===== src/rtl/core/strp_pkg.sv =====
`default_nettype none

package strp_pkg;

    localparam int TILE_PIXELS   = 8;
    localparam int TILE_SHIFT    = $clog2(TILE_PIXELS);
    localparam int MAX_MAP_TILES = 64;
    localparam int MAX_SCREEN    = 512;

    localparam int COL_W    = 6;
    localparam int TILES_W  = 7;
    localparam int SCROLL_W = 16;
    localparam int SCR_W    = 10;
    localparam int PIX_W    = 10;
    localparam int POS_W    = 9;
    localparam int LEN_W    = 10;
    localparam int CFG_IDX_W  = 3;
    localparam int CFG_DATA_W = 10;

    localparam int DIV_STEPS = SCROLL_W;
    localparam int DIV_CNT_W = $clog2(DIV_STEPS);

    localparam logic [CFG_IDX_W-1:0] REG_MAP_WIDTH     = 3'd0;
    localparam logic [CFG_IDX_W-1:0] REG_MAP_HEIGHT    = 3'd1;
    localparam logic [CFG_IDX_W-1:0] REG_SCREEN_WIDTH  = 3'd2;
    localparam logic [CFG_IDX_W-1:0] REG_SCREEN_HEIGHT = 3'd3;

    localparam logic [TILES_W-1:0] MAP_WIDTH_RST     = 7'd64;
    localparam logic [TILES_W-1:0] MAP_HEIGHT_RST    = 7'd32;
    localparam logic [SCR_W-1:0]   SCREEN_WIDTH_RST  = 10'd256;
    localparam logic [SCR_W-1:0]   SCREEN_HEIGHT_RST = 10'd224;

    typedef struct packed {
        logic capture;
        logic div_step;
        logic scan_init;
        logic scan_step;
        logic emit_load;
    } strp_cmd_t;

    typedef struct packed {
        logic ok;
        logic div_last;
        logic scan_last;
        logic emit_last;
        logic out_free;
    } strp_sts_t;

endpackage

`default_nettype wire


===== src/rtl/core/strp_ctrl.sv =====
`default_nettype none

module strp_ctrl
    import strp_pkg::*;
(
    input  wire logic      clk,
    input  wire logic      rst_n,
    input  wire logic      in_valid,
    input  wire strp_sts_t sts,
    output logic           in_stall,
    output strp_cmd_t      cmd
);

    typedef enum logic [4:0] {
        ST_IDLE = 5'b00001,
        ST_DIV  = 5'b00010,
        ST_INIT = 5'b00100,
        ST_SCAN = 5'b01000,
        ST_EMIT = 5'b10000
    } state_t;

    state_t state_reg;
    state_t state_next;

    always_comb
    begin
        state_next = state_reg;
        cmd        = '0;
        case (state_reg)
            ST_IDLE:
            begin
                if (in_valid)
                begin
                    cmd.capture = 1'b1;
                    state_next  = ST_DIV;
                end
            end
            ST_DIV:
            begin
                if (!sts.ok)
                begin
                    state_next = ST_EMIT;
                end
                else
                begin
                    cmd.div_step = 1'b1;
                    if (sts.div_last)
                    begin
                        state_next = ST_INIT;
                    end
                end
            end
            ST_INIT:
            begin
                cmd.scan_init = 1'b1;
                state_next    = ST_SCAN;
            end
            ST_SCAN:
            begin
                cmd.scan_step = 1'b1;
                if (sts.scan_last)
                begin
                    state_next = ST_EMIT;
                end
            end
            ST_EMIT:
            begin
                if (sts.out_free)
                begin
                    cmd.emit_load = 1'b1;
                    if (sts.emit_last)
                    begin
                        state_next = ST_IDLE;
                    end
                end
            end
            default:
            begin
                state_next = ST_IDLE;
            end
        endcase
    end

    always_ff @(posedge clk or negedge rst_n)
    begin
        if (!rst_n)
        begin
            state_reg <= ST_IDLE;
        end
        else
        begin
            state_reg <= state_next;
        end
    end

    assign in_stall = (state_reg != ST_IDLE);

endmodule

`default_nettype wire


===== src/rtl/core/strp_axis.sv =====
`default_nettype none

module strp_axis
    import strp_pkg::*;
#(
    parameter logic PHASE = 1'b0
)
(
    input  wire logic                clk,
    input  wire logic                rst_n,
    input  wire logic                load,
    input  wire logic [SCROLL_W-1:0] scroll,
    input  wire logic                div_step,
    input  wire logic [PIX_W-1:0]    per,
    input  wire logic                scan_init,
    input  wire logic                scan_step,
    input  wire logic [POS_W-1:0]    pos,
    input  wire logic [SCR_W-1:0]    vis,
    input  wire logic [COL_W-1:0]    start,
    input  wire logic [TILES_W-1:0]  len,
    input  wire logic                sel,
    output logic                     none,
    output logic                     two,
    output logic [POS_W-1:0]         sel_start,
    output logic [LEN_W-1:0]         sel_len
);

    localparam int E_W = PIX_W + 1;

    logic [SCROLL_W-1:0] dvd_reg;
    logic [PIX_W-1:0]    rem_reg;
    logic [PIX_W-1:0]    w_reg;
    logic [1:0]          cnt_reg;
    logic                act_reg;
    logic                fail_reg;
    logic [POS_W-1:0]    st_reg [2];
    logic [LEN_W-1:0]    ln_reg [2];

    logic [PIX_W:0]   trial;
    logic [PIX_W-1:0] rem_next;
    logic [PIX_W:0]   w0_sum;
    logic [PIX_W-1:0] w0;
    logic [PIX_W-1:0] w_next;
    logic [PIX_W-1:0] s_pix;
    logic [E_W-1:0]   e_pix;
    logic             active;
    logic             hit;
    logic [1:0]       runs;

    // one quotient bit per step, restoring
    always_comb
    begin
        trial = {rem_reg, dvd_reg[SCROLL_W-1]};
        if (trial >= {1'b0, per})
        begin
            rem_next = PIX_W'(trial - {1'b0, per});
        end
        else
        begin
            rem_next = trial[PIX_W-1:0];
        end
    end

    always_comb
    begin
        w0_sum = {1'b0, rem_reg} + {{PIX_W{1'b0}}, PHASE};
        if (w0_sum >= {1'b0, per})
        begin
            w0 = PIX_W'(w0_sum - {1'b0, per});
        end
        else
        begin
            w0 = w0_sum[PIX_W-1:0];
        end
    end

    assign w_next = (w_reg == per - PIX_W'(1)) ? '0 : w_reg + PIX_W'(1);
    assign s_pix  = PIX_W'(start) << TILE_SHIFT;
    assign e_pix  = (E_W'(start) + E_W'(len)) << TILE_SHIFT;
    assign active = ({1'b0, pos} < vis);
    assign hit    = (w_reg >= s_pix) && ({1'b0, w_reg} < e_pix);

    always_ff @(posedge clk)
    begin
        if (load)
        begin
            dvd_reg <= scroll;
            rem_reg <= '0;
        end
        else if (div_step)
        begin
            dvd_reg <= {dvd_reg[SCROLL_W-2:0], 1'b0};
            rem_reg <= rem_next;
        end
        if (scan_init)
        begin
            w_reg <= w0;
        end
        else if (scan_step && active)
        begin
            w_reg <= w_next;
        end
    end

    always_ff @(posedge clk or negedge rst_n)
    begin
        if (!rst_n)
        begin
            cnt_reg  <= '0;
            act_reg  <= 1'b0;
            fail_reg <= 1'b0;
        end
        else if (scan_init)
        begin
            cnt_reg  <= '0;
            act_reg  <= 1'b0;
            fail_reg <= 1'b0;
        end
        else if (scan_step && active && !fail_reg)
        begin
            if (hit && !act_reg)
            begin
                if (cnt_reg[1])
                begin
                    fail_reg <= 1'b1;
                end
                else
                begin
                    act_reg <= 1'b1;
                end
            end
            else if (!hit && act_reg)
            begin
                cnt_reg <= cnt_reg + 2'd1;
                act_reg <= 1'b0;
            end
        end
    end

    always_ff @(posedge clk)
    begin
        if (scan_step && active && !fail_reg && !cnt_reg[1])
        begin
            if (hit && !act_reg)
            begin
                st_reg[cnt_reg[0]] <= pos;
                ln_reg[cnt_reg[0]] <= LEN_W'(1);
            end
            else if (hit)
            begin
                ln_reg[cnt_reg[0]] <= ln_reg[cnt_reg[0]] + LEN_W'(1);
            end
        end
    end

    assign runs      = cnt_reg + {1'b0, act_reg};
    assign none      = fail_reg || (runs == 2'd0);
    assign two       = (runs == 2'd2);
    assign sel_start = st_reg[sel];
    assign sel_len   = ln_reg[sel];

endmodule

`default_nettype wire


===== src/rtl/core/strp_datapath.sv =====
`default_nettype none

module strp_datapath
    import strp_pkg::*;
(
    input  wire logic                clk,
    input  wire logic                rst_n,
    input  wire strp_cmd_t           cmd,
    output strp_sts_t                sts,
    input  wire logic [TILES_W-1:0]  map_cols,
    input  wire logic [TILES_W-1:0]  map_rows,
    input  wire logic [SCR_W-1:0]    screen_width,
    input  wire logic [SCR_W-1:0]    screen_height,
    input  wire logic [COL_W-1:0]    tile_col,
    input  wire logic [COL_W-1:0]    tile_row,
    input  wire logic [TILES_W-1:0]  tile_cols,
    input  wire logic [TILES_W-1:0]  tile_rows,
    input  wire logic [SCROLL_W-1:0] scroll_x,
    input  wire logic [SCROLL_W-1:0] scroll_y,
    input  wire logic                out_stall,
    output logic                     out_valid,
    output logic [POS_W-1:0]         rect_x,
    output logic [POS_W-1:0]         rect_y,
    output logic [LEN_W-1:0]         rect_w,
    output logic [LEN_W-1:0]         rect_h,
    output logic                     is_empty,
    output logic                     is_last
);

    logic [COL_W-1:0]     col_reg;
    logic [COL_W-1:0]     row_reg;
    logic [TILES_W-1:0]   cols_reg;
    logic [TILES_W-1:0]   rows_reg;
    logic [DIV_CNT_W-1:0] div_cnt_reg;
    logic [POS_W-1:0]     pos_reg;
    logic                 xi_reg;
    logic                 yi_reg;
    logic                 out_valid_reg;
    logic [POS_W-1:0]     rect_x_reg;
    logic [POS_W-1:0]     rect_y_reg;
    logic [LEN_W-1:0]     rect_w_reg;
    logic [LEN_W-1:0]     rect_h_reg;
    logic                 is_empty_reg;
    logic                 is_last_reg;

    logic             ok;
    logic [SCR_W-1:0] max_vis;
    logic [PIX_W-1:0] per_x;
    logic [PIX_W-1:0] per_y;
    logic             h_none;
    logic             h_two;
    logic             v_none;
    logic             v_two;
    logic [POS_W-1:0] h_st;
    logic [POS_W-1:0] v_st;
    logic [LEN_W-1:0] h_ln;
    logic [LEN_W-1:0] v_ln;
    logic             last_x;
    logic             last_y;
    logic             empty;
    logic             out_free;

    assign ok = (cols_reg != '0) && (rows_reg != '0)
             && (map_cols != '0) && (map_rows != '0)
             && (map_cols <= TILES_W'(MAX_MAP_TILES))
             && (map_rows <= TILES_W'(MAX_MAP_TILES))
             && ((TILES_W+1)'(col_reg) + (TILES_W+1)'(cols_reg)
                 <= (TILES_W+1)'(map_cols))
             && ((TILES_W+1)'(row_reg) + (TILES_W+1)'(rows_reg)
                 <= (TILES_W+1)'(map_rows))
             && (screen_width != '0) && (screen_height != '0)
             && (screen_width <= SCR_W'(MAX_SCREEN))
             && (screen_height <= SCR_W'(MAX_SCREEN));

    assign max_vis = (screen_width > screen_height) ? screen_width : screen_height;
    assign per_x   = PIX_W'(map_cols) << TILE_SHIFT;
    assign per_y   = PIX_W'(map_rows) << TILE_SHIFT;

    strp_axis #(
        .PHASE(1'b0)
    ) u_axis_h (
        .clk       (clk),
        .rst_n     (rst_n),
        .load      (cmd.capture),
        .scroll    (scroll_x),
        .div_step  (cmd.div_step),
        .per       (per_x),
        .scan_init (cmd.scan_init),
        .scan_step (cmd.scan_step),
        .pos       (pos_reg),
        .vis       (screen_width),
        .start     (col_reg),
        .len       (cols_reg),
        .sel       (xi_reg),
        .none      (h_none),
        .two       (h_two),
        .sel_start (h_st),
        .sel_len   (h_ln)
    );

    strp_axis #(
        .PHASE(1'b1)
    ) u_axis_v (
        .clk       (clk),
        .rst_n     (rst_n),
        .load      (cmd.capture),
        .scroll    (scroll_y),
        .div_step  (cmd.div_step),
        .per       (per_y),
        .scan_init (cmd.scan_init),
        .scan_step (cmd.scan_step),
        .pos       (pos_reg),
        .vis       (screen_height),
        .start     (row_reg),
        .len       (rows_reg),
        .sel       (yi_reg),
        .none      (v_none),
        .two       (v_two),
        .sel_start (v_st),
        .sel_len   (v_ln)
    );

    assign last_x   = !h_two || xi_reg;
    assign last_y   = !v_two || yi_reg;
    assign empty    = !ok || h_none || v_none;
    assign out_free = !out_valid_reg || !out_stall;

    always_comb
    begin
        sts           = '0;
        sts.ok        = ok;
        sts.div_last  = (div_cnt_reg == DIV_CNT_W'(DIV_STEPS - 1));
        sts.scan_last = ({1'b0, pos_reg} == max_vis - SCR_W'(1));
        sts.emit_last = empty || (last_x && last_y);
        sts.out_free  = out_free;
    end

    always_ff @(posedge clk)
    begin
        if (cmd.capture)
        begin
            col_reg  <= tile_col;
            row_reg  <= tile_row;
            cols_reg <= tile_cols;
            rows_reg <= tile_rows;
        end
    end

    always_ff @(posedge clk or negedge rst_n)
    begin
        if (!rst_n)
        begin
            div_cnt_reg <= '0;
            pos_reg     <= '0;
            xi_reg      <= 1'b0;
            yi_reg      <= 1'b0;
        end
        else
        begin
            if (cmd.capture)
            begin
                div_cnt_reg <= '0;
            end
            else if (cmd.div_step)
            begin
                div_cnt_reg <= div_cnt_reg + DIV_CNT_W'(1);
            end
            if (cmd.scan_init)
            begin
                pos_reg <= '0;
                xi_reg  <= 1'b0;
                yi_reg  <= 1'b0;
            end
            else if (cmd.scan_step)
            begin
                pos_reg <= pos_reg + POS_W'(1);
            end
            else if (cmd.emit_load && !empty)
            begin
                if (last_x)
                begin
                    xi_reg <= 1'b0;
                    yi_reg <= 1'b1;
                end
                else
                begin
                    xi_reg <= 1'b1;
                end
            end
        end
    end

    // output register
    always_ff @(posedge clk or negedge rst_n)
    begin
        if (!rst_n)
        begin
            out_valid_reg <= 1'b0;
        end
        else if (cmd.emit_load)
        begin
            out_valid_reg <= 1'b1;
        end
        else if (!out_stall)
        begin
            out_valid_reg <= 1'b0;
        end
    end

    always_ff @(posedge clk)
    begin
        if (cmd.emit_load)
        begin
            if (empty)
            begin
                rect_x_reg   <= '0;
                rect_y_reg   <= '0;
                rect_w_reg   <= '0;
                rect_h_reg   <= '0;
                is_empty_reg <= 1'b1;
                is_last_reg  <= 1'b1;
            end
            else
            begin
                rect_x_reg   <= h_st;
                rect_y_reg   <= v_st;
                rect_w_reg   <= h_ln;
                rect_h_reg   <= v_ln;
                is_empty_reg <= 1'b0;
                is_last_reg  <= last_x && last_y;
            end
        end
    end

    assign out_valid = out_valid_reg;
    assign rect_x    = rect_x_reg;
    assign rect_y    = rect_y_reg;
    assign rect_w    = rect_w_reg;
    assign rect_h    = rect_h_reg;
    assign is_empty  = is_empty_reg;
    assign is_last   = is_last_reg;

endmodule

`default_nettype wire


===== src/rtl/core/scrolled_tile_region_projector.sv =====
// Projects one tile region of a wrapping tilemap onto the screen.
// Input channel: in_valid / in_stall, a transfer carries the region in tiles
// and both scroll offsets. Output channel: out_valid / out_stall, each
// transfer carries one screen rectangle; is_last marks the final rectangle of
// a request, is_empty marks the single result of a request that projects
// to nothing. Rectangles come rows outer, columns inner, up to four.
// Config channel: cfg_valid / cfg_ready (always ready), cfg_index selects
// map width, map height, screen width, screen height; other indexes are
// dropped. Write config only while the block is idle.
// Steps: the request is captured, both scrolls are reduced modulo the map
// (one quotient bit per cycle, both axes in parallel), a setup state runs,
// then the screen positions below max(screen_width, screen_height) are
// scanned, one per cycle on both axes, then the results are loaded into
// the output register in order, each waiting while the output stalls.
// An invalid request skips the reduction and the scan.
// One request is worked on at a time; the next is taken once the last
// result sits in the output register.
// Reset loads the default map and screen sizes and empties the output.
// A stalled output holds its result and delays the remaining ones.
`default_nettype none

module scrolled_tile_region_projector
    import strp_pkg::*;
(
    input  wire logic                  clk,
    input  wire logic                  rst_n,
    input  wire logic                  in_valid,
    output logic                       in_stall,
    input  wire logic [COL_W-1:0]      tile_col,
    input  wire logic [COL_W-1:0]      tile_row,
    input  wire logic [TILES_W-1:0]    tile_cols,
    input  wire logic [TILES_W-1:0]    tile_rows,
    input  wire logic [SCROLL_W-1:0]   scroll_x,
    input  wire logic [SCROLL_W-1:0]   scroll_y,
    output logic                       out_valid,
    input  wire logic                  out_stall,
    output logic [POS_W-1:0]           rect_x,
    output logic [POS_W-1:0]           rect_y,
    output logic [LEN_W-1:0]           rect_w,
    output logic [LEN_W-1:0]           rect_h,
    output logic                       is_empty,
    output logic                       is_last,
    input  wire logic                  cfg_valid,
    output logic                       cfg_ready,
    input  wire logic [CFG_IDX_W-1:0]  cfg_index,
    input  wire logic [CFG_DATA_W-1:0] cfg_data
);

    logic [TILES_W-1:0] map_width_reg;
    logic [TILES_W-1:0] map_height_reg;
    logic [SCR_W-1:0]   screen_width_reg;
    logic [SCR_W-1:0]   screen_height_reg;

    strp_cmd_t cmd;
    strp_sts_t sts;

    assign cfg_ready = 1'b1;

    always_ff @(posedge clk or negedge rst_n)
    begin
        if (!rst_n)
        begin
            map_width_reg     <= MAP_WIDTH_RST;
            map_height_reg    <= MAP_HEIGHT_RST;
            screen_width_reg  <= SCREEN_WIDTH_RST;
            screen_height_reg <= SCREEN_HEIGHT_RST;
        end
        else if (cfg_valid && cfg_ready)
        begin
            case (cfg_index)
                REG_MAP_WIDTH:     map_width_reg     <= cfg_data[TILES_W-1:0];
                REG_MAP_HEIGHT:    map_height_reg    <= cfg_data[TILES_W-1:0];
                REG_SCREEN_WIDTH:  screen_width_reg  <= cfg_data[SCR_W-1:0];
                REG_SCREEN_HEIGHT: screen_height_reg <= cfg_data[SCR_W-1:0];
                default:
                begin
                end
            endcase
        end
    end

    strp_ctrl u_ctrl (
        .clk      (clk),
        .rst_n    (rst_n),
        .in_valid (in_valid),
        .sts      (sts),
        .in_stall (in_stall),
        .cmd      (cmd)
    );

    strp_datapath u_datapath (
        .clk              (clk),
        .rst_n            (rst_n),
        .cmd              (cmd),
        .sts              (sts),
        .map_cols         (map_width_reg),
        .map_rows         (map_height_reg),
        .screen_width     (screen_width_reg),
        .screen_height    (screen_height_reg),
        .tile_col         (tile_col),
        .tile_row         (tile_row),
        .tile_cols        (tile_cols),
        .tile_rows        (tile_rows),
        .scroll_x         (scroll_x),
        .scroll_y         (scroll_y),
        .out_stall        (out_stall),
        .out_valid        (out_valid),
        .rect_x           (rect_x),
        .rect_y           (rect_y),
        .rect_w           (rect_w),
        .rect_h           (rect_h),
        .is_empty         (is_empty),
        .is_last          (is_last)
    );

    a_busy_after_accept: assert property (@(posedge clk) disable iff (!rst_n)
        (in_valid && !in_stall) |=> in_stall)
        else $error("input taken again right after a transfer");

    a_empty_is_last: assert property (@(posedge clk) disable iff (!rst_n)
        (out_valid && is_empty) |-> is_last)
        else $error("empty result not marked last");

    a_empty_fields_zero: assert property (@(posedge clk) disable iff (!rst_n)
        (out_valid && is_empty) |->
            (rect_x == '0 && rect_y == '0 && rect_w == '0 && rect_h == '0))
        else $error("empty result carries a rectangle");

    a_rect_nonzero: assert property (@(posedge clk) disable iff (!rst_n)
        (out_valid && !is_empty) |-> (rect_w != '0 && rect_h != '0))
        else $error("rectangle with zero size");

endmodule

`default_nettype wire


===== config.mk =====
export PLATFORM = sky130hd
export DESIGN_NAME = scrolled_tile_region_projector
export DESIGN_NICKNAME = d
export VERILOG_FILES = /design/src/rtl/core/strp_pkg.sv /design/src/rtl/core/strp_ctrl.sv /design/src/rtl/core/strp_axis.sv /design/src/rtl/core/strp_datapath.sv /design/src/rtl/core/scrolled_tile_region_projector.sv
export SDC_FILE = /design/constraint.sdc
export NUM_CORES = 1
export LEC_CHECK = 0
export BUFFER_PORTS_ARGS = -buffer_cell sky130_fd_sc_hd__buf_2
export CAP_MARGIN = 10
export CORE_ASPECT_RATIO = 1.5
export CORE_UTILIZATION = 55
export CTS_BUF_LIST = sky130_fd_sc_hd__clkbuf_16
export DETAILED_ROUTE_END_ITERATION = 7
export GPL_TIMING_DRIVEN = 0
export PLACE_DENSITY_LB_ADDON = 0.2
export SYNTH_ARGS = -nofsm -noshare
export SYNTH_HDL_FRONTEND = slang
export SYNTH_HIERARCHICAL = 1
export SYNTH_SLANG_ARGS = --single-unit
export TNS_END_PERCENT = 20

===== constraint.sdc =====
create_clock -name clk -period 6.6 [get_ports clk]
set_clock_uncertainty 0.2 [all_clocks]
set_input_delay 0.99 -clock clk [delete_from_list [all_inputs] [get_ports clk]]
set_output_delay 0.99 -clock clk [all_outputs]
set_load 0.01 [all_outputs]

## Word-level counts from Yosys, hierarchy flattened

Memory sizes are Yosys's and may differ from the RTL's. A register that Yosys moved wholly into a read port is not among the register bits.
Index checks and enable logic that the tools add are counted.

- Register bits after elaboration: 163
- Memory bits (writable): 76
- Input port bits: 76
- Output and inout port bits: 43
- Logic and storage cells: 271
- Memories kept: 4

- $add $sub $neg: 22
- Magnitude comparators: 17
- Equal/unequal tests: 26
- Muxes and demuxes: 87
- Bitwise logic cells: 2
- Reductions and logical operators: 85

Memory list:

| name | words | width | rd ports | clocked after memory_dff | wr ports | line | source |
|---|---|---|---|---|---|---|---|
| u_datapath.u_axis_h.ln_reg | 2 | 10 | 2 | 1 | 1 | strp_axis.sv:37 | `logic [LEN_W-1:0] ln_reg [2];` |
| u_datapath.u_axis_v.ln_reg | 2 | 10 | 2 | 1 | 1 | strp_axis.sv:37 |  |
| u_datapath.u_axis_h.st_reg | 2 | 9 | 1 | 1 | 1 | strp_axis.sv:36 | `logic [POS_W-1:0] st_reg [2];` |
| u_datapath.u_axis_v.st_reg | 2 | 9 | 1 | 1 | 1 | strp_axis.sv:36 |  |

Operators by type and width:

| cell | number |
|---|---|
| 10-bit 2-to-1 mux | 13 |
| 16-bit 2-to-1 mux | 4 |
| 1-bit 2-to-1 mux | 51 |
| 10-bit by 1-bit adder with 10-bit output, second input constant | 4 |
| 10-bit subtractor | 4 |
| 11-bit by 10-bit greater-or-equal comparator with 1-bit output | 3 |
| 6-bit by 7-bit adder with 8-bit output | 4 |
| 5-bit 2-to-1 mux | 6 |
| 10-bit by 1-bit subtractor with 10-bit output, second input constant | 3 |
| 2-bit nonzero test | 14 |
| 7-bit nonzero test | 4 |
| 1-bit logical AND | 25 |
| 5-bit case mux with 5 select lines | 1 |
| 10-bit by 11-bit less-than comparator with 1-bit output | 2 |
| 3-bit AND reduction | 7 |
| 10-bit == test | 2 |
| 10-bit by 9-bit greater-or-equal comparator with 1-bit output | 2 |
| 10-bit less-or-equal comparator, second input constant | 2 |
| 9-bit by 10-bit less-than comparator with 1-bit output | 2 |
| 10-bit nonzero test | 2 |
| 9-bit 2-to-1 mux | 2 |
| 8-bit by 7-bit less-or-equal comparator with 1-bit output | 2 |
| 2-bit 2-to-1 mux | 8 |
| 7-bit less-or-equal comparator, second input constant | 2 |
| 31 further kinds | 70 |

## Depth between registers and ports, before layout

Gate-level depths: netlist of run 1.

- Word-level depth: 20
- Mapped depth: 22
- Depth with buffers taken out: 20

## By module

The synthesis of run 1 kept the hierarchy.

Modules (own cells, without submodules):

| module | instances | cells an instance | area each (sq um) | sequential area each (sq um) |
|---|---|---|---|---|
| strp_axis (u_datapath.u_axis_v) | 1 | 608 | 6,088.3 | 2,222.1 |
| strp_axis (u_datapath.u_axis_h) | 1 | 572 | 5,818.1 | 2,222.1 |
| strp_datapath | 1 | 465 | 5,008.6 | 2,382.3 |
| scrolled_tile_region_projector | 1 | 77 | 1,331.3 | 858.3 |
| strp_ctrl | 1 | 43 | 360.3 | 126.4 |

## Least setup slack after synthesis of run 1

OpenSTA, ideal clock, no wires.

- Kind: reg2reg
- From: register u_datapath.col_reg[1]
- To: register u_datapath.u_axis_h.dvd_reg[0] (enable)
- Library setup time: 334 ps
- Arrival: 4,081 ps
- Required time: 6,066 ps
- Slack: 1,986 ps
- Stages on the path, launching flop included: 19
- Path buffers: 3
- Period minus slack after synthesis: 4,614 ps
- Cells stage by stage: edfxtp_1 > ha_1 > a21o_1 > a21oi_1 > o21bai_1 > a21oi_1 > xnor2_1 > ha_1 > a21o_1 > a21oi_1 > a21oi_1 > a2111oi_1 > and2_1 > buf_4 > nand4_1 > inv_1 > clkbuf_1 > clkbuf_1 > or2_2

RTL lines:

| what | line | source |
|---|---|---|
| start: declaration | strp_datapath.sv:30 | `logic [COL_W-1:0] col_reg;` |
| start signal: assignment | strp_datapath.sv:142 | `col_reg <= tile_col;` |
| end signal: assignment | strp_axis.sv:87 | `dvd_reg <= scroll;` |
| end signal: assignment | strp_axis.sv:92 | `dvd_reg <= {dvd_reg[SCROLL_W-2:0], 1'b0};` |
| end: declaration | strp_axis.sv:30 | `logic [SCROLL_W-1:0] dvd_reg;` |

==> qor.yml, run 1 <==
global_route:
  grt_first_pass_wirelength_mm: 68.9
  largest_net_degree_at_the_start_of_global_routing: 64
  initial_antenna_violation_count: 6
  vias_in_the_first_global_route: 14300
  global_route.usage.total: 0.245
  grt_remaining_overflow: 0
detailed_routing:
  m1WireLength_mm: 16.4
  route.detailed.drc: 12
  drt-wirelength-per-cell_um: 17.7
  detailedRoute.firstIterationViolations: 552
  wirelength_routed_mm: 42.4
  vias: 14100
  highest-signal-layer: "met5"
  drtPass1Iterations: 7
  antenna_left: 0
  detailroute.wirelength.met3_mm: 1.94
  post_drt_via_cell_ratio: 5.89
  route.met2.wl_mm: 22.3
min_path:
  hold_depth: 2
  worstHoldPathType: "reg2reg"
  min_to: "u_datapath/out_valid$_DFFE_PN0P_"
  worst_min_delay_path_startpoint: "u_datapath/out_valid$_DFFE_PN0P_"
setup_path:
  critical_path.reg2reg.startpoint: "u_datapath/col_reg[0]$_DFFE_PP_"
  worstRegToRegCells: 21
  critPathCaptureType: "register"
  timing_worst_setup_path_type: "reg2reg"
  critical_path.max_stage_delay_ps: 650
  timing.critical_path.slowest_stage_cell: "a2111oi_1"
  timing.critical_path.from_type: "register"
  r2r_slack_ps: 760
  critPathRequiredTime_ps: 6620
  cp_max_fo: 16
  crit_arrival_ps: 5860
  worstReg2RegEnd: "u_datapath/u_axis_h/dvd_reg[11]$_DFFE_PP_"
  timing.critical_path.cells: "ha_1 > inv_1 > fa_1 > inv_1 > a21oi_1 > o21bai_1 > a21o_1 > a21oi_1 > xnor2_1 > ha_1 > nand3_1 > o21bai_1 > a21oi_1 > a2111oi_1 > and2_1 > buf_4 > nand4_1 > inv_1 > clkbuf_1 > clkbuf_1 > or2_2"
synth:
  synth-edff-count: 194
  yosys_warnings: 6
  netlist_top_cells_count: "edfxtp_1 (194), ha_1 (142), inv_1 (133), mux2_2 (110), nor2_1 (105)"
  ys_ff_latch: 277
  synth-seq-area-share: 0.420
  postSynth.asyncResetShare: 0.227
  syn-instance-count: 1765
  ys_dominant_reg_cell: "edfxtp_1"
  synthDistinctLibCells: 106
  area_leader_netlist: "edfxtp_1"
  post_synth_instance_area_sq_um: 18600
  synth.most_common_cell: "edfxtp_1"
  post_synthesis_area_per_instance_sq_um: 10.5
  synth_largest_type_area_fraction: 0.313
  synthTopCellsByArea: "edfxtp_1 (31%), ha_1 (9.5%), dfrtp_1 (7.5%)"
clock_network:
  clkLatencyLatePin_ps: 570
  ctsRootBufferMaster: "clkbuf_16"
  ctsHoldBuffers: 0
  post_cts_setup_buffer_count: 0
  post_cts_repair_resize_count: 0
  path_clk_slew_ps: 60
  cts_sinks: 277
  tritoncts: "built"
  cts_buffers: 29
  clock_path_buffers: 3
  cts-htree-levels: 1
power_and_ir_drop:
  switching_power_mw: 2.06
  power.density_nw_per_um2: 290
  power.total_mw: 6.05
  worst_ir_drop_vdd_mv: 0.215
  seq_power_share: 0.382
  power.clock.fraction: 0.276
  power.share.switching: 0.341
  intPower_mw: 3.99
  part_of_the_power_in_combinational_logic: 0.342
  power.leakage_nw: 8.52
floorplan:
  die-width_um: 152
  die_h_um: 227
  rows: 82
  initial_core_util: 0.558
  core_sq_um: 33300
  number_of_i_o_pins: 119
  die_area_sq_um: 34600
finish:
  nets: 2176
  final_layout_size_suffix_gt1_frac: 0.178
  filler_cell_count: 2697
  fin_area_sq_um: 20900
  layout-area-overhead-vs-synth_pct: 12.2
  num_antenna_cells: 0
  final_util: 0.626
status:
  run_status: "finished with violations"
  failed_checks: "DRC"
placed_design:
  numPortBuffers: 117
  postPlaceCellArea_sq_um: 19900
  detailedPlacementHpwl_mm: 32.4
  routability_congestion_estimate: 0.942
sta:
  timing.slew.headroom: 0.352
  grt_setup_unrepaired: "false"
  max_clock_freq_ghz: 0.171
  finalWorstPathRequiredPeriod_ps: 5840
  report.final.hold_viol_count: 0
  worst-slew-pin-transition_ps: 968
  layout_worst_path_cycle_share: 0.885
  final-setup-viol-count: 0
  fin_tns_setup_ps: 0
  maxSlewViolCount: 0
job:
  maxCapViolCount: 0
-- critical path: cells and delay by family, from the launching register on --
family	cells	cell delay, ps
adder cells (fa/ha/maj)	3	720
AND/OR/NAND/NOR	4	860
flip-flops	1	440
buffers and inverters	6	1610
AO/OA/AOI/OAI	7	1490
XOR/XNOR	1	150
-- how the worst max path moves through the flow --
stage | from | end | slack, ps | depth (start not counted)
finish | u_datapath/col_reg[0]$_DFFE_PP_ | u_datapath/u_axis_h/dvd_reg[11]$_DFFE_PP_ | 760 | 21
global route | u_datapath/col_reg[0]$_DFFE_PP_ | u_datapath/u_axis_h/dvd_reg[13]$_DFFE_PP_ | 430 | 21
CTS | u_datapath/col_reg[0]$_DFFE_PP_ | u_datapath/u_axis_h/dvd_reg[13]$_DFFE_PP_ | 770 | 21
detailed placement | u_datapath/col_reg[0]$_DFFE_PP_ | u_datapath/u_axis_h/dvd_reg[10]$_DFFE_PP_ | 810 | 21
global placement | u_datapath/col_reg[1]$_DFFE_PP_ | u_datapath/u_axis_h/dvd_reg[10]$_DFFE_PP_ | 880 | 18
floorplan | u_datapath/col_reg[1]$_DFFE_PP_ | u_datapath/u_axis_h/dvd_reg[0]$_SDFFCE_PN0P_ | 1990 | 18
-- metrics by stage --
step           setup slack (ps)  cells  hold WS, ps
2_1_floorplan              1990   1797          286
3_3_place_gp                882   2334          304
3_5_place_dp                809   2337          295
4_1_cts                     773   2390          313
5_1_grt                     433   2392          353
6_report                    759   2392          317
-- placed cells by master (no fill, tap or decap), drive strengths merged, types with 10 or more instances in the layout --
cell    netlist  final
clkbuf       39     70
nand3        43     43
nand2        68     68
nor2        106    106
mux2i        26     26
mux2        111    111
nand2b       39     39
clkinv        1     14
edfxtp      194    194
a21o         19     19
o211ai       24     24
dfxtp        20     20
o22ai        17     17
buf          18    138
nor3b        10     10
nor2b        33     33
or3          15     15
ha          142    142
a311oi       14     14
inv         133    137
dfrtp        56     56
a211oi       17     17
o21ai        70     70
nand4        33     33
o21a         21     21
nor3         44     44
conb          2     34
xnor2        75     75
and2         44     44
or4          10     10
a21oi        79     79
and3         19     19
o21bai       14     14
xor2         48     48
-- per-layer routing --
layer  GRT usage  up-vias
li1            -     6896
met1       0.258     6690
met2       0.476      371
met3      0.0383      113
met4       0.114       12
met5           0        -
-- cell type report --
type	count	area (sq um)	share of cell area
timing repair buffer	122	641	0.0307
buffer	57	258	0.0123
inverter	134	503	0.0241
sequential	277	7810	0.374
clock inverter	24	250	0.0120
clock buffer	29	726	0.0348
tap	420	526	0.0252
multi-input combinational	1329	10200	0.487
-- kinds of logic after synthesis --
| kind of cell | count (synthesis) | synth area share |
|---|---|---|
| multiplexers | 138 | 0.0826 |
| flip-flops | 277 | 0.420 |
| AO/OA/AOI/OAI | 366 | 0.140 |
| buffers and inverters | 191 | 0.0409 |
| adder cells (fa/ha/maj) | 150 | 0.104 |
| other | 2 | 0.000404 |
| AND/OR/NAND/NOR | 518 | 0.154 |
| XOR/XNOR | 123 | 0.0579 |
-- power groups by stage --
| stage | Sequential (mW) | Clock (mW) | Combinational [mW] |
|---|---|---|---|
| 5_1_grt | 2.34 | 1.78 | 2.30 |
| 2_1_floorplan | 2.28 | 0 | 1.58 |
| 3_5_place_dp | 2.35 | 0 | 2.04 |
| 6_report | 2.31 | 1.67 | 2.07 |
| 3_3_place_gp | 2.35 | 0 | 1.94 |
| 4_1_cts | 2.31 | 1.71 | 2.05 |
Power figures use the tool's default switching activity.
==> inputs of run 2 (changes only) <==
--- a/config.mk
+++ b/config.mk
@@ -7,8 +7,10 @@
 export LEC_CHECK = 0
 export BUFFER_PORTS_ARGS = -buffer_cell sky130_fd_sc_hd__buf_2
 export CAP_MARGIN = 10
+export CELL_PAD_IN_SITES_DETAIL_PLACEMENT = 1
+export CELL_PAD_IN_SITES_GLOBAL_PLACEMENT = 1
 export CORE_ASPECT_RATIO = 1.5
-export CORE_UTILIZATION = 55
+export CORE_UTILIZATION = 50
 export CTS_BUF_LIST = sky130_fd_sc_hd__clkbuf_16
 export DETAILED_ROUTE_END_ITERATION = 7
 export GPL_TIMING_DRIVEN = 0
==> run 2 against run 1 <==
  * The flow now finishes without violations
  * First-iteration DRC count down 6.7%
  * Clock power down 6%
  * Combinational power up 3%
  * Hold slack worse by 9.0 ps
  * Routed wire length up 16%
  * Critical path depth unchanged
  * Clock-buffer cell count unchanged
  * Cell area about the same
  * Critical path type unchanged
  * Largest cell class unchanged
==> qor.yml, run 2 (synthesis gave the netlist of run 1 again) <==
setup_path:
  r2r_slack_ps: 750  # about the same
  timing.critical_path.cells: "ha_1 > inv_1 > fa_1 > inv_1 > a21oi_1 > o21bai_1 > a21o_1 > a21oi_1 > xnor2_1 > ha_1 > nand3_1 > o21bai_1 > a21oi_1 > a2111oi_1 > and2_1 > buf_4 > nand4_1 > inv_1 > clkbuf_1 > clkbuf_1 > or2_2"
  crit_family: "buffers and inverters"
  critical_path.reg2reg.startpoint: "u_datapath/col_reg[0]$_DFFE_PP_"
  cp.depth: 21  # unchanged
  worstReg2RegEnd: "u_datapath/u_axis_v/dvd_reg[13]$_DFFE_PP_"
  timing.critical_path.buf_inv: 6  # unchanged
  crit_arrival_ps: 5890  # +30 ps
  timing_worst_setup_path_type: "reg2reg"
  cp_max_fo: 16  # unchanged
  critical_path.max_stage_delay_ps: 660  # about the same
  timing.critical_path.slowest_stage_cell: "a2111oi_1"
  critPathRequiredTime_ps: 6630  # about the same
  critPathCaptureType: "register"
  worstRegToRegCells: 21  # unchanged
  timing.critical_path.from_type: "register"
detailed_routing:
  detailedRoute.firstIterationViolations: 515  # -6.7%
  route.detailed.drc: 0  # -12
  drtPass1Iterations: 4  # -3
  drt-wirelength-per-cell_um: 20.0  # +13%
  antenna_left: 0  # unchanged
  vias: 14400  # +2.5%
  wirelength_routed_mm: 49.1  # +16%
  post_drt_via_cell_ratio: 5.87  # -0.25%
sta:
  fin_ws_ps: 746  # -12.7 ps
  worst-slew-pin-transition_ps: 1090  # +120 ps
  layout_worst_path_cycle_share: 0.887  # +0.00193
  maxSlewViolCount: 0  # unchanged
  finalWorstPathRequiredPeriod_ps: 5850  # +12.7 ps
  report.final.hold_viol_count: 0  # unchanged
  grt_setup_unrepaired: "false"
  max_clock_freq_ghz: 0.171  # -0.22%
  timing.slew.headroom: 0.256  # -0.0962
  finalHoldWorstSlack_ps: 308  # -8.96 ps
  fin_tns_setup_ps: 0  # unchanged
  final-setup-viol-count: 0  # unchanged
clock_network:
  cts_sinks: 277  # unchanged
  tritoncts: "built"
  clkLatencyLatePin_ps: 570  # about the same
  cts-htree-levels: 1  # unchanged
  ctsRootBufferMaster: "clkbuf_16"
  ctsHoldBuffers: 0  # unchanged
  post_cts_repair_resize_count: 0  # unchanged
  post_cts_setup_buffer_count: 0  # unchanged
  path_clk_slew_ps: 70  # about the same
  cts_buffers: 29  # unchanged
  clock_path_buffers: 3  # unchanged
floorplan:
  die_area_sq_um: 38000  # +9.9%
  die-width_um: 160  # +4.8%
  core_sq_um: 36700  # +10%
  die_h_um: 238  # +4.8%
  initial_core_util: 0.507  # -0.0509
  rows: 86  # +4.9%
  number_of_i_o_pins: 119  # unchanged
global_route:
  grt_first_pass_wirelength_mm: 79.1  # +15%
  largest_net_degree_at_the_start_of_global_routing: 64  # unchanged
  initial_antenna_violation_count: 3  # -3
  vias_in_the_first_global_route: 15700  # +9.8%
  global_route.usage.total: 0.258  # +0.0130
  grt_remaining_overflow: 0  # unchanged
placed_design:
  detailedPlacementHpwl_mm: 38.2  # +18%
  place.detailed.instances: 2399  # +2.7%
  routability_congestion_estimate: 0.880  # -6.5%
  post_placement_setup_slack_ps: 710  # -99.8 ps
  numPortBuffers: 117  # unchanged
finish:
  multiInputGateArea_sq_um: 10200  # unchanged
  filler_cell_count: 4029  # +49%
  layout-area-overhead-vs-synth_pct: 12.2  # about the same
  nets: 2176  # unchanged
  ff_latch_area_sq_um: 7810  # unchanged
  commonest_non_fill_non_tap_cells_in_the_layout: "edfxtp_1 (194), ha_1 (142), inv_1 (137), buf_2 (128), mux2_2 (110)"
  num_antenna_cells: 0  # unchanged
  layout.cells.non_filler: 2457  # +2.7%
  final_common_cell: "edfxtp_1"
  final_layout_size_suffix_gt1_frac: 0.178  # -0.000597
job:
  maxCapViolCount: 0  # unchanged
power_and_ir_drop:
  worst_ir_drop_vdd_mv: 0.240  # +12%
  switching_power_mw: 2.15  # +4.2%
  part_of_the_power_in_combinational_logic: 0.355  # +0.013
  power.density_nw_per_um2: 289  # -0.37%
  power.clock.fraction: 0.260  # -0.016
  seq_power_share: 0.385  # +0.003
  intPower_mw: 3.88  # -2.8%
  power.share.switching: 0.357  # +0.0159
  power.leakage_nw: 8.49  # -0.34%
status:
  run_status: "complete, no violations"
min_path:
  worstHoldPathType: "in2async"
==> run 2: worst max path at each step <==
stage	endpoint	slack, ps	start
after global placement	u_datapath/u_axis_v/dvd_reg[8]$_DFFE_PP_	920	u_datapath/col_reg[0]$_DFFE_PP_
after floorplan	u_datapath/u_axis_h/dvd_reg[0]$_SDFFCE_PN0P_	1990	u_datapath/col_reg[1]$_DFFE_PP_
after detailed placement	u_datapath/u_axis_v/dvd_reg[10]$_DFFE_PP_	710	u_datapath/col_reg[0]$_DFFE_PP_
after global routing	u_datapath/u_axis_v/dvd_reg[12]$_DFFE_PP_	250	u_datapath/col_reg[1]$_DFFE_PP_
after CTS	u_datapath/u_axis_v/dvd_reg[13]$_DFFE_PP_	680	u_datapath/col_reg[0]$_DFFE_PP_
final	u_datapath/u_axis_v/dvd_reg[13]$_DFFE_PP_	750	u_datapath/col_reg[0]$_DFFE_PP_
==> run 2: power by group through the flow <==
stage | registers [mW] | clock network (mW) | logic (mW)
floorplan | 2.28 | 0 | 1.58
global placement | 2.35 | 0 | 1.97
detailed placement | 2.36 | 0 | 2.11
CTS | 2.32 | 1.61 | 2.13
global route | 2.35 | 1.67 | 2.36
finish | 2.32 | 1.57 | 2.14
==> run 2: metal layers <==
| layer | routed length, um | GRT usage | vias up |
|---|---|---|---|
| met3 | 1740 | 0.0342 | 122 |
| met4 | 1910 | 0.116 | 6 |
| li1 | - | - | 6886 |
| met2 | 27200 | 0.513 | 300 |
| met5 | 38 | 0 | - |
| met1 | 18300 | 0.263 | 7115 |
==> run 2: area by class of cell <==
class | count | area share
inverter | 134 | 0.0241
multi-input combinational | 1329 | 0.487
clock inverter | 25 | 0.00827
clock buffer | 29 | 0.0348
tap | 484 | 0.0290
timing repair buffer | 122 | 0.0301
sequential | 277 | 0.374
buffer | 57 | 0.0124
==> run 2: per-stage QoR <==
stage / power [mW] / cell area [sq um] / utilization
floorplan: 3.86 / 18700 / -
global placement: 4.32 / 19900 / 0.543
detailed placement: 4.47 / 19900 / 0.544
CTS: 6.06 / 20800 / 0.568
global route: 6.37 / 20900 / 0.569
finish: 6.03 / 20900 / 0.569
==> run 2: worst register-to-register path: stages, from the launching register on <==
cell and delay, ps:
edfxtp_1 410, ha_1 190, inv_1 60, fa_1 400
inv_1 80, a21oi_1 60, o21bai_1 210, a21o_1 160
a21oi_1 80, xnor2_1 190, ha_1 280, nand3_1 100
o21bai_1 120, a21oi_1 90, a2111oi_1 660, and2_1 250
buf_4 130, nand4_1 110, inv_1 440, clkbuf_1 420
clkbuf_1 420, or2_2 430
